[config.mk]
export PLATFORM = sky130hd
export DESIGN_NAME = cvs_ram
export DESIGN_NICKNAME = d
export VERILOG_FILES = /design/src/rtl/cvs_ram.sv
export SDC_FILE = /design/constraint.sdc
export NUM_CORES = 1
export LEC_CHECK = 0
export BUFFER_PORTS_ARGS = -buffer_cell sky130_fd_sc_hd__buf_2
export CAP_MARGIN = 25
export CORE_MARGIN = 2
export CORE_UTILIZATION = 55
export DETAILED_ROUTE_END_ITERATION = 16
export PLACE_DENSITY = 0.72
export SYNTH_ARGS = -nofsm -noshare
export SYNTH_HDL_FRONTEND = slang
export SYNTH_SLANG_ARGS = --single-unit
export TNS_END_PERCENT = 20
[constraint.sdc]
create_clock -name clk -period 2.9 [get_ports clk]
set_clock_uncertainty 0.2 [all_clocks]
set_input_delay 0.725 -clock clk [delete_from_list [all_inputs] [get_ports clk]]
set_output_delay 0.725 -clock clk [all_outputs]
set_load 0.01 [all_outputs]
[src/rtl/cvs_ram.sv]
// Generic single-write, single-read RAM with registered read data.
module cvs_ram #(
  parameter int WIDTH = 16,
  parameter int DEPTH = 64
) (
  input  logic                     clk,
  input  logic                     we,
  input  logic [$clog2(DEPTH)-1:0] waddr,
  input  logic [WIDTH-1:0]         wdata,
  input  logic [$clog2(DEPTH)-1:0] raddr,
  output logic [WIDTH-1:0]         rdata
);

  logic [WIDTH-1:0] mem [DEPTH];

  // Write and registered read
  always_ff @(posedge clk) begin
    if (we) begin
      mem[waddr] <= wdata;
    end
    rdata <= mem[raddr];
  end

endmodule

==> reports/results.ini <==
[clock_tree]
cts_tree = built
h-tree-depth = 3
holdBufCountCts = 0
cts_buffers = 99
cts_setup_buffers = 0
cts.sinks = 1040
insertion_delay_ns = 0.65
clk_pin_slew_ns = 0.06
cts.path.max_buffers = 3
clk_root_buffer_cell = clkbuf_16
cts_resized = 0

[global_route]
grt_pass1_vias = 20100
antenna_found_initial = 8
grt_usage_pct = 25.7
grt_max_degree = 65
grt_pass1_wl_um = 137000
grt-ovfl-total = 0

[timing]
layout_setup_ws_ns = 0.343
rsz0062_at_grt = no
hold_viol = 0
setup_viol = 0
finalCritPeriodShare_pct = 88.2
period_needed_ns = 2.56
relSlewSlack_pct = 43.8
hold_slack_ns = 0.148
tns_ns = 0
maxSlewViolCount = 0
tightest_slew_ns = 0.843
fmax_mhz = 391

[power_and_ir_drop]
seqPwrFrac_pct = 53.5
p_int_mw = 24.8
p_per_area_nw_per_um2 = 670
p_leak_nw = 15.2
p_sw_mw = 6.39
pwr-share-clk_pct = 41.0
netSwitchingFraction_pct = 20.5
vdd_ir_drop_max_uv = 576
combPwrFrac_pct = 5.5
p_total_mw = 31.2

[layout]
most-common-layout-cells = 1024 x edfxtp_1, 220 x mux4_2, 189 x buf_4, 101 x clkbuf_16, 85 x mux2i_1
area_growth_pct = 16.3
post-route-cell-area_sq_um = 46600
final_common_cell = edfxtp_1
fin_cells = 3150
fillers = 4538
utilization_pct = 64.9
nets = 2149
final_layout_size_suffix_gt1_share_pct = 31.5

[worst_hold_path]
min_from = wdata[3]
holdPathStages = 1
hold_end = mem[2][3]
hold_class = input pin to flop

[drt]
wire_per_inst_um = 29.9
drtIter0Drc = 2283
ant_nets = 0
vias = 20000
viasPerCell = 6.35
firstDrtPassIters = 6
drc = 0
wl_um = 94200

[critical_path]
r2r_cells = 6
rrSetupSlack_ns = 0.73
critPathLaunch = raddr[0]
endpoint_kind = flop
critical_path_class = input pin to flop
rr_startpoint = mem[7][11]
worstPathRequired_ns = 3.22
cp_max_fo = 19
r2r_end = rdata[11]
crit_arrival_ns = 2.87
startpoint_type = input pin

[place]
port_buffers = 45
place_ws_ns = -0.245
dp_cells = 2968
hpwl_um = 58600
gp_congestion = 0.866
postPlaceCellArea_sq_um = 43400

[die]
rows = 98
die-area_sq_um = 75000
die_w_um = 274
start_util_pct = 55.8
core_area_sq_um = 71700
die_y_um = 274
num_io_pins = 46

[logic_synthesis]
synth_edf_count = 1024
synth_area_per_cell_sq_um = 21.9
netlist.top_cell.by_area = edfxtp_1
synth-warning-count = 0
ys_seq_elements = 1040
synthArstFlopShare_pct = 0
ys_top_cells_by_area = edfxtp_1 77%, mux4_2 12%, mux2i_1 2.1%
yosysUniqueCellTypes = 43
syn_inst = 1829
syn_nets = 1859
synth_ff_type = edfxtp_1
synth-seq-area-share_pct = 77.6
syn-cell-area_sq_um = 40000
synth_top_area_share_pct = 76.8

[status]
status = complete, no violations

[job]
max-cap-violations = 0

[registers in the layout, indices dropped and copies added (netlist names)]
| register | flops |
|---|---|
| rdata | 16 |
| mem | 1024 |
[power groups by stage]
stage | combinational (mW) | sequential (mW) | clock [mW]
after detailed placement | 1.71 | 17.0 | 0
after CTS | 1.72 | 16.7 | 12.9
after global placement | 1.67 | 17.0 | 0
after floorplan | 0.862 | 17.0 | 0
final | 1.72 | 16.7 | 12.8
after global routing | 1.81 | 16.7 | 13.5
[area by class of cell]
class                      count  area, sq um  area share, %
timing repair buffer         293         2850           6.12
clock inverter                61          602           1.29
antenna                        3         7.51         0.0161
clock buffer                 118         2600           5.59
tap                          950         1190           2.55
sequential                  1040        31100           66.7
multi-input combinational    685         8250           17.7
[cells by family (layout without fill, tap and decap cells)]
kind of cell	after synthesis	count (layout)	synth area share, %
buffers and inverters	104	472	1.83
multiplexers	336	336	15.5
other	0	3	0
AO/OA/AOI/OAI	129	129	2.41
AND/OR/NAND/NOR	220	220	2.65
flip-flops	1040	1040	77.6
[critical path, cell delays in order]
cell     delay [ns]
buf_8          0.17
buf_12         0.22
buf_12         0.22
buf_4          0.16
mux4_1         0.54
mux2_2         0.28
a21oi_1        0.43
nor4_2         0.09
[metal layers]
metal / part of all wire, % / GRT usage (%) / vias to the layer above / wire (um)
met5: 0.057 / 0 / - / 54
met4: 3.2 / 8.47 / 8 / 2990
met3: 9.9 / 6.66 / 168 / 9310
met2: 49 / 41.4 / 1028 / 46500
met1: 38 / 34.6 / 10500 / 35400
li1: - / - / 8261 / -
[worst max path at each step]
| stage | depth (start not counted) | to | slack (ns) |
|---|---|---|---|
| after floorplan | 4 | mem[49][0] | -0.05 |
| after global placement | 8 | rdata[14] | -0.21 |
| after detailed placement | 8 | rdata[6] | -0.24 |
| after CTS | 8 | rdata[2] | 0.42 |
| after global routing | 8 | rdata[6] | 0.34 |
| final | 8 | rdata[6] | 0.34 |
[cell usage after synthesis (all sizes together), types with 12 or more instances]
master	n
edfxtp	1024
mux4	224
mux2i	85
buf	77
nor2	74
nand2	60
a22oi	39
nor2b	30
clkbuf	27
mux2	27
nand3	24
a21oi	17
a221oi	16
dfxtp	16
nand4	12
Note: power is estimated with default switching activity, not from simulation.
