`config.mk`:
```
export PLATFORM = sky130hd
export DESIGN_NAME = cvs_back
export DESIGN_NICKNAME = d
export VERILOG_FILES = /design/src/rtl/cvs_pkg.sv /design/src/rtl/cvs_back.sv
export SDC_FILE = /design/constraint.sdc
export NUM_CORES = 1
export LEC_CHECK = 0
export ABC_CLOCK_PERIOD_IN_PS = 7380
export BUFFER_PORTS_ARGS = -buffer_cell sky130_fd_sc_hd__buf_2
export CAP_MARGIN = 15
export CORE_MARGIN = 4
export CORE_UTILIZATION = 45
export DETAILED_ROUTE_END_ITERATION = 6
export PLACE_DENSITY = 0.67
export SETUP_SLACK_MARGIN = 0.4
export SYNTH_ARGS = -nofsm -noshare
export SYNTH_HDL_FRONTEND = slang
export SYNTH_SLANG_ARGS = --single-unit
```
`constraint.sdc`:
```
create_clock -name clk -period 7.38 [get_ports clk]
set_input_delay 0.738 -clock clk [delete_from_list [all_inputs] [get_ports clk]]
set_output_delay 0.738 -clock clk [all_outputs]
set_load 0.02 [all_outputs]
```
`src/rtl/cvs_pkg.sv`:
```
// Package of shared types and constants for the streaming 2-D convolution block.
package cvs_pkg;

  localparam int MAX_IMAGE_WIDTH  = 256;
  localparam int MAX_KERNEL_SIZE  = 8;
  localparam int SAMPLE_BITS      = 16;
  localparam int MAX_IMAGE_HEIGHT = 4096;
  localparam int KERNEL_DEPTH     = 64;
  localparam int SUM_BITS         = 40;
  localparam int ROW_BITS         = 12;
  localparam int COL_BITS         = 8;

  typedef enum logic [1:0] {
    REG_IMAGE_WIDTH   = 2'd0,
    REG_IMAGE_HEIGHT  = 2'd1,
    REG_KERNEL_WIDTH  = 2'd2,
    REG_KERNEL_HEIGHT = 2'd3
  } cfg_reg_t;

  typedef enum logic [1:0] {
    ST_IDLE = 2'd0,
    ST_MAC  = 2'd1,
    ST_LAST = 2'd2,
    ST_OUT  = 2'd3
  } back_state_t;

  typedef struct packed {
    logic               mode;
    logic signed [15:0] sample_value;
  } in_item_t;

  typedef struct packed {
    logic signed [SUM_BITS-1:0] out_value;
    logic [ROW_BITS-1:0]        out_row;
    logic [COL_BITS-1:0]        out_col;
    logic                       last_of_image;
  } out_item_t;

  // Job passed from the front end to the MAC engine
  typedef struct packed {
    logic [2:0]          slot;    // line slot of current row
    logic [11:0]         col;     // column of current sample
    logic [3:0]          kw;
    logic [3:0]          kh;
    logic [ROW_BITS-1:0] orow;
    logic [COL_BITS-1:0] ocol;
    logic                last;
  } job_t;

endpackage

```
`src/rtl/cvs_back.sv`:
```
// Back end: shared multiply-accumulate over the window and result register.
module cvs_back (
  input  logic                   clk,
  input  logic                   rst,
  input  logic                   job_valid,
  input  cvs_pkg::job_t          job,
  output logic                   busy,
  output logic [5:0]             kraddr,
  input  logic [cvs_pkg::SAMPLE_BITS-1:0] krdata,
  output logic [$clog2(cvs_pkg::MAX_KERNEL_SIZE*cvs_pkg::MAX_IMAGE_WIDTH)-1:0] lraddr,
  input  logic [cvs_pkg::SAMPLE_BITS-1:0] lrdata,
  output logic                   empty,
  input  logic                   pop,
  output cvs_pkg::out_item_t     out_item
);

  localparam int CB = $clog2(cvs_pkg::MAX_IMAGE_WIDTH);
  localparam int SB = $clog2(cvs_pkg::MAX_KERNEL_SIZE);
  localparam int PB = 2 * cvs_pkg::SAMPLE_BITS;

  cvs_pkg::back_state_t state, state_next;
  cvs_pkg::job_t        cur;
  logic [3:0]  m, n;
  logic        rd_valid, prod_valid;
  logic signed [PB-1:0] prod;
  logic signed [cvs_pkg::SUM_BITS-1:0] sum;
  logic        step, walk_done;
  logic [11:0] cc;
  logic [2:0]  rr;
  logic [7:0]  kidx;

  assign busy      = (state != cvs_pkg::ST_IDLE);
  assign empty     = (state != cvs_pkg::ST_OUT);
  assign step      = (state == cvs_pkg::ST_MAC);
  assign walk_done = (m == cur.kh - 4'd1) && (n == cur.kw - 4'd1);
  assign cc        = cur.col - {8'd0, n};
  assign rr        = cur.slot - m[2:0];
  assign kidx      = m * cur.kw + {4'd0, n};
  assign kraddr    = kidx[5:0];
  assign lraddr    = {rr[SB-1:0], cc[CB-1:0]};

  // Next state
  always_comb begin
    state_next = state;
    unique case (state)
      cvs_pkg::ST_IDLE: if (job_valid) state_next = cvs_pkg::ST_MAC;
      cvs_pkg::ST_MAC:  if (walk_done) state_next = cvs_pkg::ST_LAST;
      cvs_pkg::ST_LAST: if (!rd_valid && !prod_valid) state_next = cvs_pkg::ST_OUT;
      cvs_pkg::ST_OUT:  if (pop) state_next = cvs_pkg::ST_IDLE;
      default:          state_next = cvs_pkg::ST_IDLE;
    endcase
  end

  always_ff @(posedge clk) begin
    if (rst) begin
      state <= cvs_pkg::ST_IDLE;
    end else begin
      state <= state_next;
    end
  end

  // Walk taps, read stores, multiply, accumulate
  always_ff @(posedge clk) begin
    if (rst) begin
      rd_valid   <= 1'b0;
      prod_valid <= 1'b0;
    end else begin
      rd_valid   <= step;
      prod_valid <= rd_valid;
    end
    prod <= $signed(lrdata) * $signed(krdata);
    if (state == cvs_pkg::ST_IDLE && job_valid) begin
      cur <= job;
      m   <= '0;
      n   <= '0;
      sum <= '0;
    end else begin
      if (step && !walk_done) begin
        if (n == cur.kw - 4'd1) begin
          n <= '0;
          m <= m + 4'd1;
        end else begin
          n <= n + 4'd1;
        end
      end
      if (prod_valid) sum <= sum + cvs_pkg::SUM_BITS'(prod);
    end
  end

  assign out_item.out_value     = sum;
  assign out_item.out_row       = cur.orow;
  assign out_item.out_col       = cur.ocol;
  assign out_item.last_of_image = cur.last;

endmodule

```
==> metrics.csv <==
stage;metric;value;unit
route;Residual DRC;0;
final_layout;number of antenna cells inserted;0;
route;mean routed wirelength per cell;15.6;um
die;Die W;201;um
worst_setup_path;end point of the critical path;prod[28];
route;TritonRoute pass-1 iters;5;
job;max_cap viols;0;
worst_setup_path;worst reg2reg path startpoint;sum[0];
worst_setup_path;number of buffers and inverters on the critical path;6;
worst_setup_path;reg2reg path depth;12;
die;Core Area;36700;um2
final_layout;area added between synthesis and finish;9.57;%
timing;accumulated negative setup slack;0;ps
global_route;total global routing track utilization;0.187;
synthesis;post-synthesis instance total;1818;
die;die extent in y;201;um
timing;final clock period utilization by the worst path;0.852;
placement;DP Wirelength;30400;um
route;routed wire length;37500;um
clock_network;number of buffers created by CTS;17;
synthesis;nets in the synthesized netlist;2315;
synthesis;post-synthesis instance area;16800;um2
timing;final setup vio count;0;
worst_setup_path;worst path cell trace;buf_2 -> nand2_1 -> inv_1 -> fa_1 -> inv_1 -> fa_1 -> fa_1 -> fa_1 -> inv_1 -> fa_1 -> inv_1 -> fa_1 -> inv_1 -> ha_1 -> nand2_1 -> nand2b_1 -> a21o_1 -> a21oi_1 -> nor2b_1 -> a311oi_1 -> a21bo_2 -> a2111o_1 -> o211ai_1;
hold_path;Worst Hold Class;reg2reg;
worst_setup_path;endpoint of the most critical register-to-register path;sum[38];
timing;maximum clock frequency;159;MHz
global_route;vias in the first global route;12900;
timing;setup repair after global routing missed its margin;false;
worst_setup_path;timing startpoint of the critical path;krdata[1];
timing;clock skew after layout;7.54;ps
global_route;global-route congestion overflow total;0;
worst_setup_path;arrival time reported for the critical path endpoint;6630;ps
route;number of violations reported at the end of detailed-routing iteration 0;521;
synthesis;proportion of register bits with asynchronous set or reset after synthesis;0;
clock_network;Sinks on Clock Net;124;
placement;count of input and output buffers;155;
worst_setup_path;Setup Crit Path Kind;in2reg;
timing;Rel. slew slack;0.400;
clock_network;count of hold-fix buffers inserted at cts;0;
timing;shortest period the worst path allows;6290;ps
route;count of vias placed by the detailed router;12300;
synthesis;Synth cell types;61;
placement;Final Wtd Congestion;0.919;
die;I/O pin cnt;160;
worst_setup_path;maximum single-stage delay on the critical path;710;ps
timing;Worst-Margin Slew;900;ps
outcome;outcome;finished clean;
worst_setup_path;Top Family by Delay on Critical Path;adder cells;
route;routed via count divided by cell count;5.09;
route;Antenna Violating Nets Remaining;0;
worst_setup_path;slack of the worst reg-to-reg path;4280;ps
worst_setup_path;startpoint class of the critical path;primary input;
timing;final-report max-slew violation count;0;
clock_network;Skew-Pair Late Insertion Delay;420;ps
clock_network;Max Root-Sink Buffers;2;
clock_network;number of gates resized after cts;0;
global_route;global-route wire length before repair;63000;um
worst_setup_path;Required @ worst endpoint;7720;ps
hold_path;hold depth;1;
final_layout;fill cell instance count of the final layout;3372;
synthesis;number of enable-type register cells in the synthesized netlist;40;
synthesis;prevailing post-synth register cell;dfxtp_1;
synthesis;mean instance size in the synthesized netlist;9.25;um2
global_route;largest net degree at the start of global routing;76;
final_layout;ratio of cells with drive above 1 in the final layout;0.104;
worst_setup_path;CP endpoint kind;register;
worst_setup_path;CP max stage cell;fa_1;
clock_network;CTS clk-pin slew, worst paths;60;ps
worst_setup_path;most numerous cell on the critical path;fa_1;
timing;hold violation total from the final report;0;
synthesis;post-synthesis sequential area ratio;0.171;
worst_setup_path;critical-path maximum fanout;16;
clock_network;post-CTS repair timing setup buffer count;0;
clock_network;Clk Tree Root Cell;clkbuf_16;
synthesis;synthesis-stage register bit count;124;
die;area of the die;40500;um2
die;initial core utilization;0.458;
global_route;antenna violations before repair;1;
final_layout;net count of the finished layout;2422;
clock_network;clock tree from TritonCTS;done;
synthesis;count of synthesis-stage warnings from yosys;0;
clock_network;CTS H-Tree Depth;4;
die;floorplan row count;70;
worst_setup_path;number of stages on the worst setup path;23;
==> cell usage in the layout, fill, tap and decap left out, types with 3 or more instances in the layout <==
cell	n
inv_1	360
fa_1	271
nand2_1	172
buf_2	155
ha_1	146
and2_1	140
nor2_1	87
dfxtp_1	83
a21oi_1	72
xnor2_1	64
o21ai_0	47
edfxtp_1	40
xor2_1	28
a21o_1	27
mux2i_1	20
nor3_1	18
nand2b_1	17
clkbuf_16	17
a211oi_1	16
o21a_1	14
nand4_1	12
nor2b_1	12
nand3_1	11
and3_1	9
o211ai_1	7
o21bai_1	6
clkinv_4	6
a31oi_1	5
or3_1	5
and4_1	4
o31ai_1	4
nand3b_1	4
a311oi_1	3
o21ai_1	3
o31a_1	3
o22ai_1	3
inv_6	3
buf_4	3
==> per-layer routing <==
layer | GRT usage | vias to the layer above | part of all wire
met1 | 0.258 | 5917 | 0.47
li1 | - | 5887 | -
met3 | 0.0434 | 45 | 0.071
met2 | 0.299 | 403 | 0.45
met5 | 0 | - | 0.00019
met4 | 0.0479 | 2 | 0.015
==> final cells by class <==
| class | instances | area, um2 | share of cell area |
|---|---|---|---|
| tap | 468 | 586 | 0.0318 |
| clock inverter | 14 | 138 | 0.00747 |
| multi-input combinational | 1263 | 12200 | 0.664 |
| inverter | 361 | 1360 | 0.0735 |
| timing repair buffer | 158 | 798 | 0.0433 |
| sequential | 124 | 2880 | 0.156 |
| clock buffer | 18 | 429 | 0.0233 |
==> cell families after synthesis <==
group                    share of synthesized area
AO/OA/AOI/OAI                               0.0879
buffers and inverters                        0.101
multiplexers                                0.0132
AND/OR/NAND/NOR                              0.148
XOR/XNOR                                    0.0479
flip-flops                                   0.171
adder cells (fa/ha/maj)                      0.431
==> worst reg2reg max path, cell delays in order (launching register included) <==
cell	delay (ps)
dfxtp_1	350
ha_1	210
inv_1	70
fa_1	370
nor2b_1	210
o31a_1	290
o211ai_2	160
nand2_2	150
nor3b_4	70
o31ai_2	470
a31oi_2	190
mux2i_1	150
a311o_1	310
==> worst min-delay path by stage <==
stage | from | to
floorplan | rd_valid | prod_valid
global placement | rd_valid | prod_valid
detailed placement | rd_valid | prod_valid
CTS | rd_valid | prod_valid
global route | job[8] | out_item[8]
finish | rd_valid | prod_valid
==> cells in the mapped netlist, drive strengths merged (3+ instances only) <==
master,count,area (um2)
a211oi,16,120
a21boi,4,30.0
a21o,27,203
a21oi,72,360
a311oi,3,26.3
a31oi,6,43.8
and2,140,876
and3,9,56.3
and4,4,35.0
buf,24,169
clkbuf,46,173
dfxtp,84,1680
edfxtp,40,1200
fa,271,5430
ha,146,1830
inv,361,1360
mux2i,20,200
nand2,173,652
nand2b,17,106
nand3,11,55.1
nand3b,4,30.0
nand4,12,75.1
nor2,87,327
nor2b,12,75.1
nor3,18,90.1
nor3b,3,33.8
o211ai,8,65.1
o21a,14,105
o21ai,50,250
o21bai,6,45.0
o22ai,3,18.8
o31a,3,26.3
o31ai,5,42.5
or3,5,31.3
xnor2,64,561
xor2,28,245
==> through the flow <==
step	area, um2	instances	setup WS, ps	hold slack, ps	util
3_3_place_gp	17900	2374	806	456	0.487
2_1_floorplan	16800	1818	1100	432	-
6_report	18400	2406	1090	458	0.502
4_1_cts	18400	2406	1110	465	0.502
3_5_place_dp	17900	2374	663	451	0.487
5_1_grt	18400	2406	796	471	0.502
==> registers in the layout, summed over array words and instances, names as in the netlist <==
register	count
cur	19
m	4
n	4
out_item	21
prod	32
prod_valid	1
rd_valid	1
state	2
sum	40
Power is not shown: default switching activity piles up to over one toggle a cycle in this logic, so the estimate is an artifact.
