===== config.mk =====
export PLATFORM = sky130hd
export DESIGN_NAME = cvs_front
export DESIGN_NICKNAME = d
export VERILOG_FILES = /design/src/rtl/cvs_pkg.sv /design/src/rtl/cvs_front.sv
export SDC_FILE = /design/constraint.sdc
export NUM_CORES = 1
export LEC_CHECK = 0
export ABC_AREA = 1
export BUFFER_PORTS_ARGS = -buffer_cell sky130_fd_sc_hd__buf_4
export CAP_MARGIN = 10
export CORE_MARGIN = 3
export CORE_UTILIZATION = 51
export DETAILED_ROUTE_END_ITERATION = 6
export GPL_ROUTABILITY_DRIVEN = 0
export PLACE_DENSITY = 0.81
export SLEW_MARGIN = 20
export SYNTH_ARGS = -nofsm -noshare
export SYNTH_HDL_FRONTEND = slang
export SYNTH_SLANG_ARGS = --single-unit

===== constraint.sdc =====
create_clock -name clk -period 2.79 [get_ports clk]
set_input_delay 0.279 -clock clk [delete_from_list [all_inputs] [get_ports clk]]
set_output_delay 0.279 -clock clk [all_outputs]
set_load 0.005 [all_outputs]

===== src/rtl/cvs_pkg.sv =====
// Package of shared types and constants for the streaming 2-D convolution block.
package cvs_pkg;

  localparam int MAX_IMAGE_WIDTH  = 256;
  localparam int MAX_KERNEL_SIZE  = 8;
  localparam int SAMPLE_BITS      = 16;
  localparam int MAX_IMAGE_HEIGHT = 4096;
  localparam int KERNEL_DEPTH     = 64;
  localparam int SUM_BITS         = 40;
  localparam int ROW_BITS         = 12;
  localparam int COL_BITS         = 8;

  typedef enum logic [1:0] {
    REG_IMAGE_WIDTH   = 2'd0,
    REG_IMAGE_HEIGHT  = 2'd1,
    REG_KERNEL_WIDTH  = 2'd2,
    REG_KERNEL_HEIGHT = 2'd3
  } cfg_reg_t;

  typedef enum logic [1:0] {
    ST_IDLE = 2'd0,
    ST_MAC  = 2'd1,
    ST_LAST = 2'd2,
    ST_OUT  = 2'd3
  } back_state_t;

  typedef struct packed {
    logic               mode;
    logic signed [15:0] sample_value;
  } in_item_t;

  typedef struct packed {
    logic signed [SUM_BITS-1:0] out_value;
    logic [ROW_BITS-1:0]        out_row;
    logic [COL_BITS-1:0]        out_col;
    logic                       last_of_image;
  } out_item_t;

  // Job passed from the front end to the MAC engine
  typedef struct packed {
    logic [2:0]          slot;    // line slot of current row
    logic [11:0]         col;     // column of current sample
    logic [3:0]          kw;
    logic [3:0]          kh;
    logic [ROW_BITS-1:0] orow;
    logic [COL_BITS-1:0] ocol;
    logic                last;
  } job_t;

endpackage


===== src/rtl/cvs_front.sv =====
// Front end: registers, position tracking, store writes and job issue.
module cvs_front (
  input  logic                    clk,
  input  logic                    rst,
  input  logic                    cfg_valid,
  output logic                    cfg_ready,
  input  logic [1:0]              cfg_index,
  input  logic [12:0]             cfg_data,
  input  logic                    push,
  output logic                    full,
  input  cvs_pkg::in_item_t       in_item,
  input  logic                    busy,
  output logic                    job_valid,
  output cvs_pkg::job_t           job,
  output logic                    kwe,
  output logic [5:0]              kwaddr,
  output logic [cvs_pkg::SAMPLE_BITS-1:0] kwdata,
  output logic                    lwe,
  output logic [$clog2(cvs_pkg::MAX_KERNEL_SIZE*cvs_pkg::MAX_IMAGE_WIDTH)-1:0] lwaddr,
  output logic [cvs_pkg::SAMPLE_BITS-1:0] lwdata
);

  localparam int CB = $clog2(cvs_pkg::MAX_IMAGE_WIDTH);
  localparam int SB = $clog2(cvs_pkg::MAX_KERNEL_SIZE);

  logic [8:0]  image_width;
  logic [12:0] image_height;
  logic [3:0]  kernel_width;
  logic [3:0]  kernel_height;
  logic [5:0]  weight_position;
  logic [11:0] image_row;
  logic [11:0] image_col;
  logic [12:0] w_c, h_c;
  logic [3:0]  kw_c, kh_c;
  logic        acc;
  logic [11:0] c;

  assign cfg_ready = 1'b1;
  assign full      = busy | job_valid;
  assign acc       = push & ~full;

  // Clamp dimensions
  always_comb begin
    w_c  = (image_width == '0) ? 13'd1 :
           ({4'd0, image_width} > 13'(cvs_pkg::MAX_IMAGE_WIDTH)) ?
             13'(cvs_pkg::MAX_IMAGE_WIDTH) : {4'd0, image_width};
    h_c  = (image_height == '0) ? 13'd1 :
           (image_height > 13'(cvs_pkg::MAX_IMAGE_HEIGHT)) ?
             13'(cvs_pkg::MAX_IMAGE_HEIGHT) : image_height;
    kw_c = (kernel_width == '0) ? 4'd1 :
           (kernel_width > 4'(cvs_pkg::MAX_KERNEL_SIZE)) ? 4'(cvs_pkg::MAX_KERNEL_SIZE)
                                                          : kernel_width;
    kh_c = (kernel_height == '0) ? 4'd1 :
           (kernel_height > 4'(cvs_pkg::MAX_KERNEL_SIZE)) ? 4'(cvs_pkg::MAX_KERNEL_SIZE)
                                                           : kernel_height;
    c    = image_col & 12'(cvs_pkg::MAX_IMAGE_WIDTH - 1);
  end

  // Store writes
  assign kwe    = acc & ~in_item.mode;
  assign kwaddr = weight_position;
  assign kwdata = in_item.sample_value;
  assign lwe    = acc & in_item.mode;
  assign lwaddr = {image_row[SB-1:0], c[CB-1:0]};
  assign lwdata = in_item.sample_value;

  // Configuration, position and job register
  always_ff @(posedge clk) begin
    if (rst) begin
      image_width     <= 9'd256;
      image_height    <= 13'd256;
      kernel_width    <= 4'd3;
      kernel_height   <= 4'd3;
      weight_position <= '0;
      image_row       <= '0;
      image_col       <= '0;
      job_valid       <= 1'b0;
    end else begin
      if (cfg_valid) begin
        unique case (cvs_pkg::cfg_reg_t'(cfg_index))
          cvs_pkg::REG_IMAGE_WIDTH:   image_width   <= cfg_data[8:0];
          cvs_pkg::REG_IMAGE_HEIGHT:  image_height  <= cfg_data;
          cvs_pkg::REG_KERNEL_WIDTH:  kernel_width  <= cfg_data[3:0];
          cvs_pkg::REG_KERNEL_HEIGHT: kernel_height <= cfg_data[3:0];
          default: ;
        endcase
      end
      job_valid <= 1'b0;
      if (acc && !in_item.mode) begin
        weight_position <= weight_position + 6'd1;
        image_row       <= '0;
        image_col       <= '0;
      end else if (acc) begin
        weight_position <= '0;
        if ({4'd0, kw_c} <= w_c && {9'd0, kh_c} <= h_c &&
            {1'b0, image_row} + 13'd1 >= {9'd0, kh_c} && c + 12'd1 >= {8'd0, kw_c}) begin
          job_valid <= 1'b1;
        end
        job.slot <= 3'(image_row[SB-1:0]);
        job.col  <= c;
        job.kw   <= kw_c;
        job.kh   <= kh_c;
        job.orow <= image_row - 12'(kh_c) + 12'd1;
        job.ocol <= 8'(c - 12'(kw_c) + 12'd1);
        job.last <= ({1'b0, image_row} == h_c - 13'd1) && ({1'b0, c} == w_c - 13'd1);
        if ({1'b0, image_col} + 13'd1 >= w_c) begin
          image_col <= '0;
          image_row <= ({1'b0, image_row} + 13'd1 >= h_c) ? '0 : image_row + 12'd1;
        end else begin
          image_col <= image_col + 12'd1;
        end
      end
    end
  end

endmodule


==> results.yml, run 1 <==
outcome:
  status: "complete, no violations"
clock_network:
  ctsLongestPathBuffers: 2
  cts_hold_buf: 0
  cts_root_buffer: "clkbuf_16"
  clkTransAtPathRegs_ns: 0.07
  h-tree-depth: 3
  cts_made_buffers: 9
  cts_tree: "done"
  insertion_delay_ns: 0.36
  clkSinkCount: 101
sta:
  layout_min_cycle_time_ns: 2.66
  slew_headroom_pct: 52.6
  tns_ns: 0
  worst_pin_slew_ns: 0.707
  setup_viol: 0
  clock_skew_ns: 0.0126
  drv_slew: 0
  whs_ns: 0.157
  period_share_pct: 95.5
  clock.fmax_ghz: 0.375
  finalWorstSetupSlack_ns: 0.127
  hold_viol_final: 0
yosys:
  ys_types: 44
  ys_ff_latch: 101
  syn_area_um2: 7160
  synth_cells: 918
  synth_warnings: 0
  syn_avg_cell_area_um2: 7.79
  seq_area_frac_synth_pct: 33.9
placed_design:
  dp_hpwl_um: 12800
  io_buffers: 81
  place_ws_ns: -0.00556
worst_setup_path:
  cp_slowest_stage_delay_ns: 0.39
  path_delay_family: "simple AND/OR/NAND/NOR gates"
  cpMaxStageDelayCell: "dfxtp_4"
  path_cells: "ha_2 -> nand2_1 -> nor2_4 -> nand3_2 -> nor2_4 -> xor2_2 -> ha_1 -> a21oi_1 -> o21ai_0 -> a21oi_1 -> nand3_1 -> buf_6 -> nor2_1 -> nand3_1 -> a21oi_2"
  criticalPathCategory: "reg2reg"
  start_kind: "register"
  worstPathRequired_ns: 3.08
  cp.arrival_ns: 2.95
  critPathMaxFanout: 12
  cp_num_buf_inv: 1
  endpoint_kind: "register"
route:
  drtPass1Iterations: 5
  wl_per_cell_um: 14.4
  dr.first_iter.drc_count: 502
  antenna_left: 0
  vias: 6185
  viasPerCell: 5.32
  drc_errors: 0
  drt_wl_total_um: 16700
layout:
  layout_common_cells: "152 x nand2_1, 115 x inv_1, 113 x buf_4"
  drive_gt1_share_pct: 18.7
  fin_nets: 1097
  final_util_pct: 60.5
  antenna_cells: 0
  syn_to_final_growth_pct: 14.3
  final_common_cell: "nand2_1"
floorplanning:
  die_area_um2: 15500
  fp.dieH_um: 124
  core_area_um2: 13500
  die_w_um: 124
  num_rows: 42
  pin_count: 135
  initial_core_util_pct: 53.0
min_path:
  holdCritPathClass: "in2reg"
global_route:
  overflow: 0
  grt_max_degree: 33
  grt_pass1_wl_um: 27900
  track_usage_pct: 21.5
  grt_pass1_vias: 5774
  antenna_found_initial: 0
flow_run:
  maxCapViolCount: 0
power:
  total_leakage_power_nw: 3.92
  ir_drop_v: 0.000274
  powerDensity_nw_per_um2: 418
==> path summary, 6_finish.rpt <==
| kind | cells past startpoint | endpoint | from | slack (ns) |
|---|---|---|---|---|
| setup / recovery | 15 | image_row[3] | image_row[0] | 0.13 |
| hold / removal | 3 | image_height[9] | cfg_data[9] | 0.16 |
| hold reg to reg | 2 | image_height[0] | image_height[0] | 0.47 |
| setup reg to reg | 15 | image_row[3] | image_row[0] | 0.13 |
==> registers in the layout, summed over array words and instances, names as in the netlist <==
signal         flops
image_col         12
image_height      13
image_row         12
image_width        9
job               40
job_valid          1
kernel_height      4
kernel_width       4
kwaddr             6
==> cells in the mapped netlist <==
cell type / number / area share, %
buf_4: 49 / 5.1
nor3_2: 1 / 0.14
o21a_1: 2 / 0.21
nand4_2: 1 / 0.17
nand3b_1: 5 / 0.52
o21ai_0: 54 / 3.8
nor2_1: 103 / 5.4
buf_2: 5 / 0.35
o21ai_1: 1 / 0.070
nor3_1: 11 / 0.77
a211oi_1: 2 / 0.21
a21oi_2: 10 / 1.2
nor3b_1: 2 / 0.21
a21boi_0: 1 / 0.10
edfxtp_1: 40 / 17
inv_2: 2 / 0.10
nor4_1: 1 / 0.087
ha_1: 77 / 13
nor2_4: 4 / 0.63
nor2_2: 1 / 0.087
inv_1: 116 / 6.1
clkbuf_1: 8 / 0.42
nand2_1: 156 / 8.2
nand3_2: 1 / 0.14
xnor2_1: 6 / 0.73
nand3_1: 52 / 3.6
buf_12: 1 / 0.28
buf_1: 3 / 0.16
conb_1: 2 / 0.10
xnor3_1: 1 / 0.31
nand4_1: 9 / 0.79
clkinv_1: 2 / 0.10
and3_1: 1 / 0.087
a21oi_1: 56 / 3.9
nand2_4: 1 / 0.16
fa_1: 2 / 0.56
o2111ai_1: 2 / 0.24
dfxtp_1: 61 / 17
nand2_2: 13 / 1.1
a31oi_1: 1 / 0.087
nor4b_1: 1 / 0.12
o221ai_1: 3 / 0.37
xor2_1: 46 / 5.6
o211ai_1: 2 / 0.21
==> routing by layer <==
layer	part of all wire, %	up-vias	global-route usage (%)	routed length [um]
met4	1.8	0	7.22	305
met3	8.6	27	3.99	1430
met2	45	263	33.2	7510
li1	-	3075	-	-
met1	45	2820	30.4	7460
met5	0	-	0	0
==> timing repair <==
action / 4_1_cts / 5_1_grt
cloned: 0 / 1
pin swaps: 0 / 4
endpoints found under the setup margin: 12 / 23
setup buffers: 0 / 1
gates resized for setup: 1 / 26
==> per-stage QoR <==
stage | instances | area, um^2 | total power, mW
after floorplan | 921 | 7170 | 2.05
after global placement | 1144 | 7790 | 2.18
after detailed placement | 1144 | 7790 | 2.20
after CTS | 1160 | 8070 | 3.42
after global routing | 1162 | 8180 | 3.57
final | 1162 | 8180 | 3.41
==> kinds of logic after synthesis <==
family,count (synthesis),share of synthesized area (%)
xor+xnor,53,6.68
fa+ha+maj,79,14.0
flops,101,33.9
simple gates,363,22.3
buf+inv,186,12.6
compound gates,134,10.4
other cells,2,0.105
==> tightest hold or removal path: cells and delay by family <==
kind | cells | cell delay [ns]
simple gates | 2 | 0.11
buf+inv | 1 | 0.08
==> power breakdown <==
group / total [mW] / internal, mW / switching [mW]
Combinational: 0.577 / 0.225 / 0.352
Sequential: 1.61 / 1.58 / 0.0298
Clock: 1.23 / 0.663 / 0.563
Total: 3.41 / 2.47 / 0.945
==> cell type report <==
type	count	area, um^2
Tap cell	176	220
Fill cell	1155	5330
Timing Repair Buffer	114	860
Multi-Input combinational cell	635	3930
Inverter	120	450
Clock buffer	12	258
Clock inverter	4	26.3
Sequential cell	101	2430
Note: power is estimated with default switching activity, not from simulation.
==> run 2, diff against run 1 <==
--- a/config.mk
+++ b/config.mk
@@ -6,13 +6,14 @@
 export NUM_CORES = 1
 export LEC_CHECK = 0
 export ABC_AREA = 1
+export ABC_CLOCK_PERIOD_IN_PS = 2790
 export BUFFER_PORTS_ARGS = -buffer_cell sky130_fd_sc_hd__buf_4
 export CAP_MARGIN = 10
 export CORE_MARGIN = 3
 export CORE_UTILIZATION = 51
 export DETAILED_ROUTE_END_ITERATION = 6
 export GPL_ROUTABILITY_DRIVEN = 0
-export PLACE_DENSITY = 0.81
+export PLACE_DENSITY = 0.75
 export SLEW_MARGIN = 20
 export SYNTH_ARGS = -nofsm -noshare
 export SYNTH_HDL_FRONTEND = slang
==> run 2 against run 1 <==
Die area unchanged. Design area up 0.38%. Fmax up 1.0%. Register-to-register slack better by 0.03 ns. First-iteration DRC count up 9.6%. Clock power about the same. Clock-buffer cell count up 2. Hold slack worse by 0.0024 ns. Utilization up 0.23 points. Largest power group unchanged. Total power up 0.62%. Combinational power down 1%. Clock skew down 0.0024 ns.
==> results.yml, run 2 (same netlist as run 1, synthesis figures left out) <==
global_route:
  antenna_found_initial: 0
  grt_pass1_wl_um: 27800
  track_usage_pct: 21.4
  grt_max_degree: 32
  grt_pass1_vias: 5784
  overflow: 0
placed_design:
  place_area_um2: 7810
  dp_hpwl_um: 12800
  io_buffers: 81
  placedCellCount: 1147
layout:
  regMostFlops: "job"
  largestRegisters: "job: 40 flops, image_height: 13 flops"
  drive_gt1_share_pct: 18.8
  antenna_cells: 0
  final_util_pct: 60.8
  layout_common_cells: "155 x nand2_1, 117 x buf_4, 115 x inv_1"
  syn_to_final_growth_pct: 14.7
  largest_reg_flops: 40
  fillers: 1230
  fin_nets: 1100
  fin_area_um2: 8210
  final_cell_count_no_fill: 1165
  final_common_cell: "nand2_1"
sta:
  tns_ns: 0
  rsz0062_at_grt: "true"
  slew_headroom_pct: 52.7
  period_share_pct: 94.5
  clock.fmax_ghz: 0.379
  drv_slew: 0
  clock_skew_ns: 0.0101
  layout_min_cycle_time_ns: 2.64
  worst_pin_slew_ns: 0.706
  hold_viol_final: 0
  setup_viol: 0
worst_setup_path:
  criticalPathCategory: "reg2reg"
  worstPathRequired_ns: 3.07
  endpoint_kind: "register"
  critPathMaxFanout: 12
  start_kind: "register"
  cp.arrival_ns: 2.92
floorplanning:
  die_area_um2: 15500
  pin_count: 135
  fp.dieH_um: 124
  die_w_um: 124
  num_rows: 42
  core_area_um2: 13500
  initial_core_util_pct: 53.0
power:
  ir_drop_v: 0.000286
  total_leakage_power_nw: 3.93
  powerDensity_nw_per_um2: 419
clock_network:
  cts_made_buffers: 9
  h-tree-depth: 3
  ctsLongestPathBuffers: 2
  insertion_delay_ns: 0.36
  clkSinkCount: 101
  cts_tree: "done"
  cts_root_buffer: "clkbuf_16"
  clkTransAtPathRegs_ns: 0.07
route:
  viasPerCell: 5.22
  drt_wl_total_um: 16800
  wl_per_cell_um: 14.4
  dr.first_iter.drc_count: 550
  vias: 6077
  drtPass1Iterations: 5
  antenna_left: 0
  drc_errors: 0
flow_run:
  maxCapViolCount: 0
outcome:
  status: "complete, no violations"
min_path:
  holdCritPathClass: "in2reg"
-- run 2: repair_timing --
item,CTS,global route
endpoints found under the setup margin,0,15
setup buffers,0,2
gates resized for setup,0,24
hold buffers,0,0
-- run 2: where the power goes --
group / switching [mW] / internal, mW
Sequential: 0.0289 / 1.58
Clock: 0.572 / 0.684
Combinational: 0.345 / 0.225
-- run 2: layout make-up --
| cell class | count | area [um^2] | share of cell area (%) |
|---|---|---|---|
| multi-input combinational | 634 | 3930 | 47.8 |
| clock inverter | 2 | 16.3 | 0.198 |
| timing repair buffer | 118 | 890 | 10.8 |
| sequential | 101 | 2430 | 29.6 |
| tap | 176 | 220 | 2.68 |
| inverter | 120 | 450 | 5.49 |
| clock buffer | 14 | 274 | 3.34 |
-- run 2: metrics by stage --
stage,total power [mW],hold slack (ns),setup WS (ns)
CTS,3.43,0.148,0.000854
finish,3.44,0.155,0.153
global route,3.58,0.161,-0.0651
global placement,2.19,0.446,0.137
floorplan,2.05,0.348,0.0680
detailed placement,2.20,0.447,0.0158
-- run 2: worst max-delay path, stage by stage, from the launching register on --
cell and delay [ns]:
dfxtp_2 0.36, ha_2 0.20, nand2_1 0.11, nor2_4 0.16, nand3_4 0.10, nor2_2 0.13
xor2_1 0.23, ha_1 0.28, a21oi_1 0.15, o21ai_0 0.08, a21oi_1 0.12, nand3_1 0.10
buf_6 0.16, nor2_1 0.10, nand3_1 0.11, a21oi_2 0.18
-- run 2: per-layer routing --
layer / vias to the layer above / share of wire [%] / global-route usage, %
li1: 3076 / - / -
met5: - / 0 / 0
met4: 0 / 2.0 / 7.74
met2: 173 / 44 / 32.7
met1: 2799 / 48 / 30.5
met3: 29 / 5.7 / 3.56
-- run 2: final timing paths --
check | slack, ns | startpoint | end | depth (start not counted)
min reg2reg | 0.46 | kernel_width[0] | kernel_width[0] | 2
max | 0.15 | image_row[1] | image_row[1] | 15
max reg2reg | 0.15 | image_row[1] | image_row[1] | 15
min | 0.15 | cfg_data[9] | image_height[9] | 3
==> run 3, diff against run 2 <==
--- a/config.mk
+++ b/config.mk
@@ -14,6 +14,7 @@
 export DETAILED_ROUTE_END_ITERATION = 6
 export GPL_ROUTABILITY_DRIVEN = 0
 export PLACE_DENSITY = 0.75
+export REMOVE_ABC_BUFFERS = 1
 export SLEW_MARGIN = 20
 export SYNTH_ARGS = -nofsm -noshare
 export SYNTH_HDL_FRONTEND = slang
==> run 3 against run 2 <==
Utilization grew 0.87 points. First-iteration DRC count down 11%. Sequential power is essentially flat. Fmax down 2.1%. Clock power about the same. Sequential cell count unchanged. Critical endpoint unchanged. Largest cell class unchanged.
==> results.yml, run 3 (same netlist as run 1, synthesis figures left out) <==
floorplanning:
  core_area_um2: 13500
  num_rows: 42
  pin_count: 135
  fp.dieH_um: 124
  die_area_um2: 15500
  die_w_um: 124
  initial_core_util_pct: 53.0
clock_network:
  clkSinkCount: 101
  insertion_delay_ns: 0.36
  clkTransAtPathRegs_ns: 0.07
  cts_made_buffers: 9
  h-tree-depth: 3
  cts_root_buffer: "clkbuf_16"
  ctsLongestPathBuffers: 2
  cts_tree: "done"
sta:
  period_share_pct: 96.5
  slew_headroom_pct: 50.7
  finalWorstSetupSlack_ns: 0.0973
  drv_slew: 0
  clock.fmax_ghz: 0.371
  rsz0062_at_grt: "true"
  worst_pin_slew_ns: 0.734
  layout_min_cycle_time_ns: 2.69
  clock_skew_ns: 0.0118
  hold_viol_final: 0
  setup_viol: 0
global_route:
  grt_pass1_vias: 5524
  antenna_found_initial: 0
  grt_max_degree: 32
  track_usage_pct: 21.7
  overflow: 0
  grt_pass1_wl_um: 27600
worst_setup_path:
  cpMaxStageDelayCell: "dfxtp_4"
  criticalPathCategory: "reg2reg"
  endpoint_kind: "register"
  critPathMaxFanout: 12
  start_kind: "register"
  worstPathRequired_ns: 3.07
  cp_slowest_stage_delay_ns: 0.37
  path_cells: "ha_2 -> nand2_1 -> nor2_4 -> nand2_1 -> xor2_2 -> ha_1 -> nand2_1 -> inv_1 -> o21ai_0 -> nand2_1 -> a21oi_2 -> nand3_1 -> buf_6 -> nor2_1 -> nand3_1 -> a21oi_2"
  cp.arrival_ns: 2.98
  crit_path_frequent_cell: "nand2_1"
  rrSetupSlack_ns: 0.1
layout:
  antenna_cells: 0
  layout_common_cells: "154 x nand2_1, 123 x buf_4, 116 x inv_1"
  fillers: 1181
  fin_nets: 1107
  drive_gt1_share_pct: 20.0
  multi_input_comb_area_um2: 3990
  regMostFlops: "job"
  syn_to_final_growth_pct: 16.3
  final_cell_count_no_fill: 1172
  area.sequential_um2: 2430
  final_common_cell: "nand2_1"
  largest_reg_flops: 40
  fin_area_um2: 8320
  largestRegisters: "job: 40 flops, image_height: 13 flops"
route:
  wl_per_cell_um: 14.7
  viasPerCell: 5.28
  drt_wl_total_um: 17200
  drtPass1Iterations: 5
  antenna_left: 0
  drc_errors: 0
  vias: 6185
  dr.first_iter.drc_count: 492
power:
  clkPwrFrac_pct: 36.4
  switching_share_pct: 27.5
  pwr-share-comb_pct: 17.0
  p_seq_share_pct: 46.6
  switching_power_mw: 0.951
  total_leakage_power_nw: 3.97
  power.internal_mw: 2.50
  ir_drop_v: 0.000274
  powerDensity_nw_per_um2: 415
placed_design:
  place_area_um2: 7820
  io_buffers: 81
  placedCellCount: 1148
  dp_hpwl_um: 12900
  place_ws_ns: -0.118
min_path:
  holdCritPathClass: "in2reg"
flow_run:
  maxCapViolCount: 0
outcome:
  status: "complete, no violations"
==> run 3: critical path, delay by kind of cell (launching register included) <==
family	cells	cell delay (ns)
AOI/OAI and AO/OA	3	0.47
xor gates and xnor gates	1	0.22
adders and majority gates	2	0.47
buffers and inverters	2	0.19
DFF	1	0.37
and+or+nand+nor	8	0.89
==> run 3: layout make-up <==
| class | instances | area share (%) |
|---|---|---|
| clock buffer | 12 | 3.23 |
| tap | 176 | 2.65 |
| clock inverter | 4 | 0.331 |
| timing repair buffer | 124 | 11.2 |
| inverter | 120 | 5.41 |
| sequential | 101 | 29.2 |
| multi-input combinational | 635 | 47.9 |
==> run 3: worst paths after layout <==
path | cells after the start | endpoint | startpoint
hold reg to reg | 2 | kernel_width[0] | kernel_width[0]
setup reg to reg | 16 | image_row[1] | image_row[1]
setup / recovery | 16 | image_row[1] | image_row[1]
hold / removal | 3 | image_height[9] | cfg_data[9]
==> run 3: power groups by stage <==
stage,logic (mW),clock network [mW],registers [mW]
after floorplan,0.357,0,1.64
after global placement,0.548,0,1.64
after detailed placement,0.560,0,1.64
after CTS,0.568,1.28,1.61
after global routing,0.663,1.33,1.62
final,0.586,1.26,1.61
==> run 3: per-layer routing <==
metal | track usage, % | part of all wire [%] | vias to the layer above
met5 | 0.980 | 0 | -
met4 | 6.64 | 1.6 | 0
met3 | 5.92 | 8.5 | 20
met2 | 31.4 | 44 | 224
met1 | 31.4 | 46 | 2845
li1 | - | - | 3096
==> run 3: per-stage QoR <==
step | power (mW) | setup TNS [ns] | hold slack, ns | util, %
2_1_floorplan | 2.00 | -38.38 | 0.348 | -
3_3_place_gp | 2.19 | -1.52 | 0.451 | 57.9
3_5_place_dp | 2.20 | -2.02 | 0.448 | 57.9
4_1_cts | 3.45 | 0 | 0.133 | 60.3
5_1_grt | 3.61 | -0.691 | 0.134 | 61.6
6_report | 3.45 | 0 | 0.140 | 61.6
==> run 3: what timing repair did <==
item / 4_1_cts / 5_1_grt
pin swaps: 1 / 6
hold buffers: 0 / 0
resized for setup: 4 / 30
setup buffers: 0 / 7
setup endpoints to repair: 21 / 22
cloned: 1 / 0
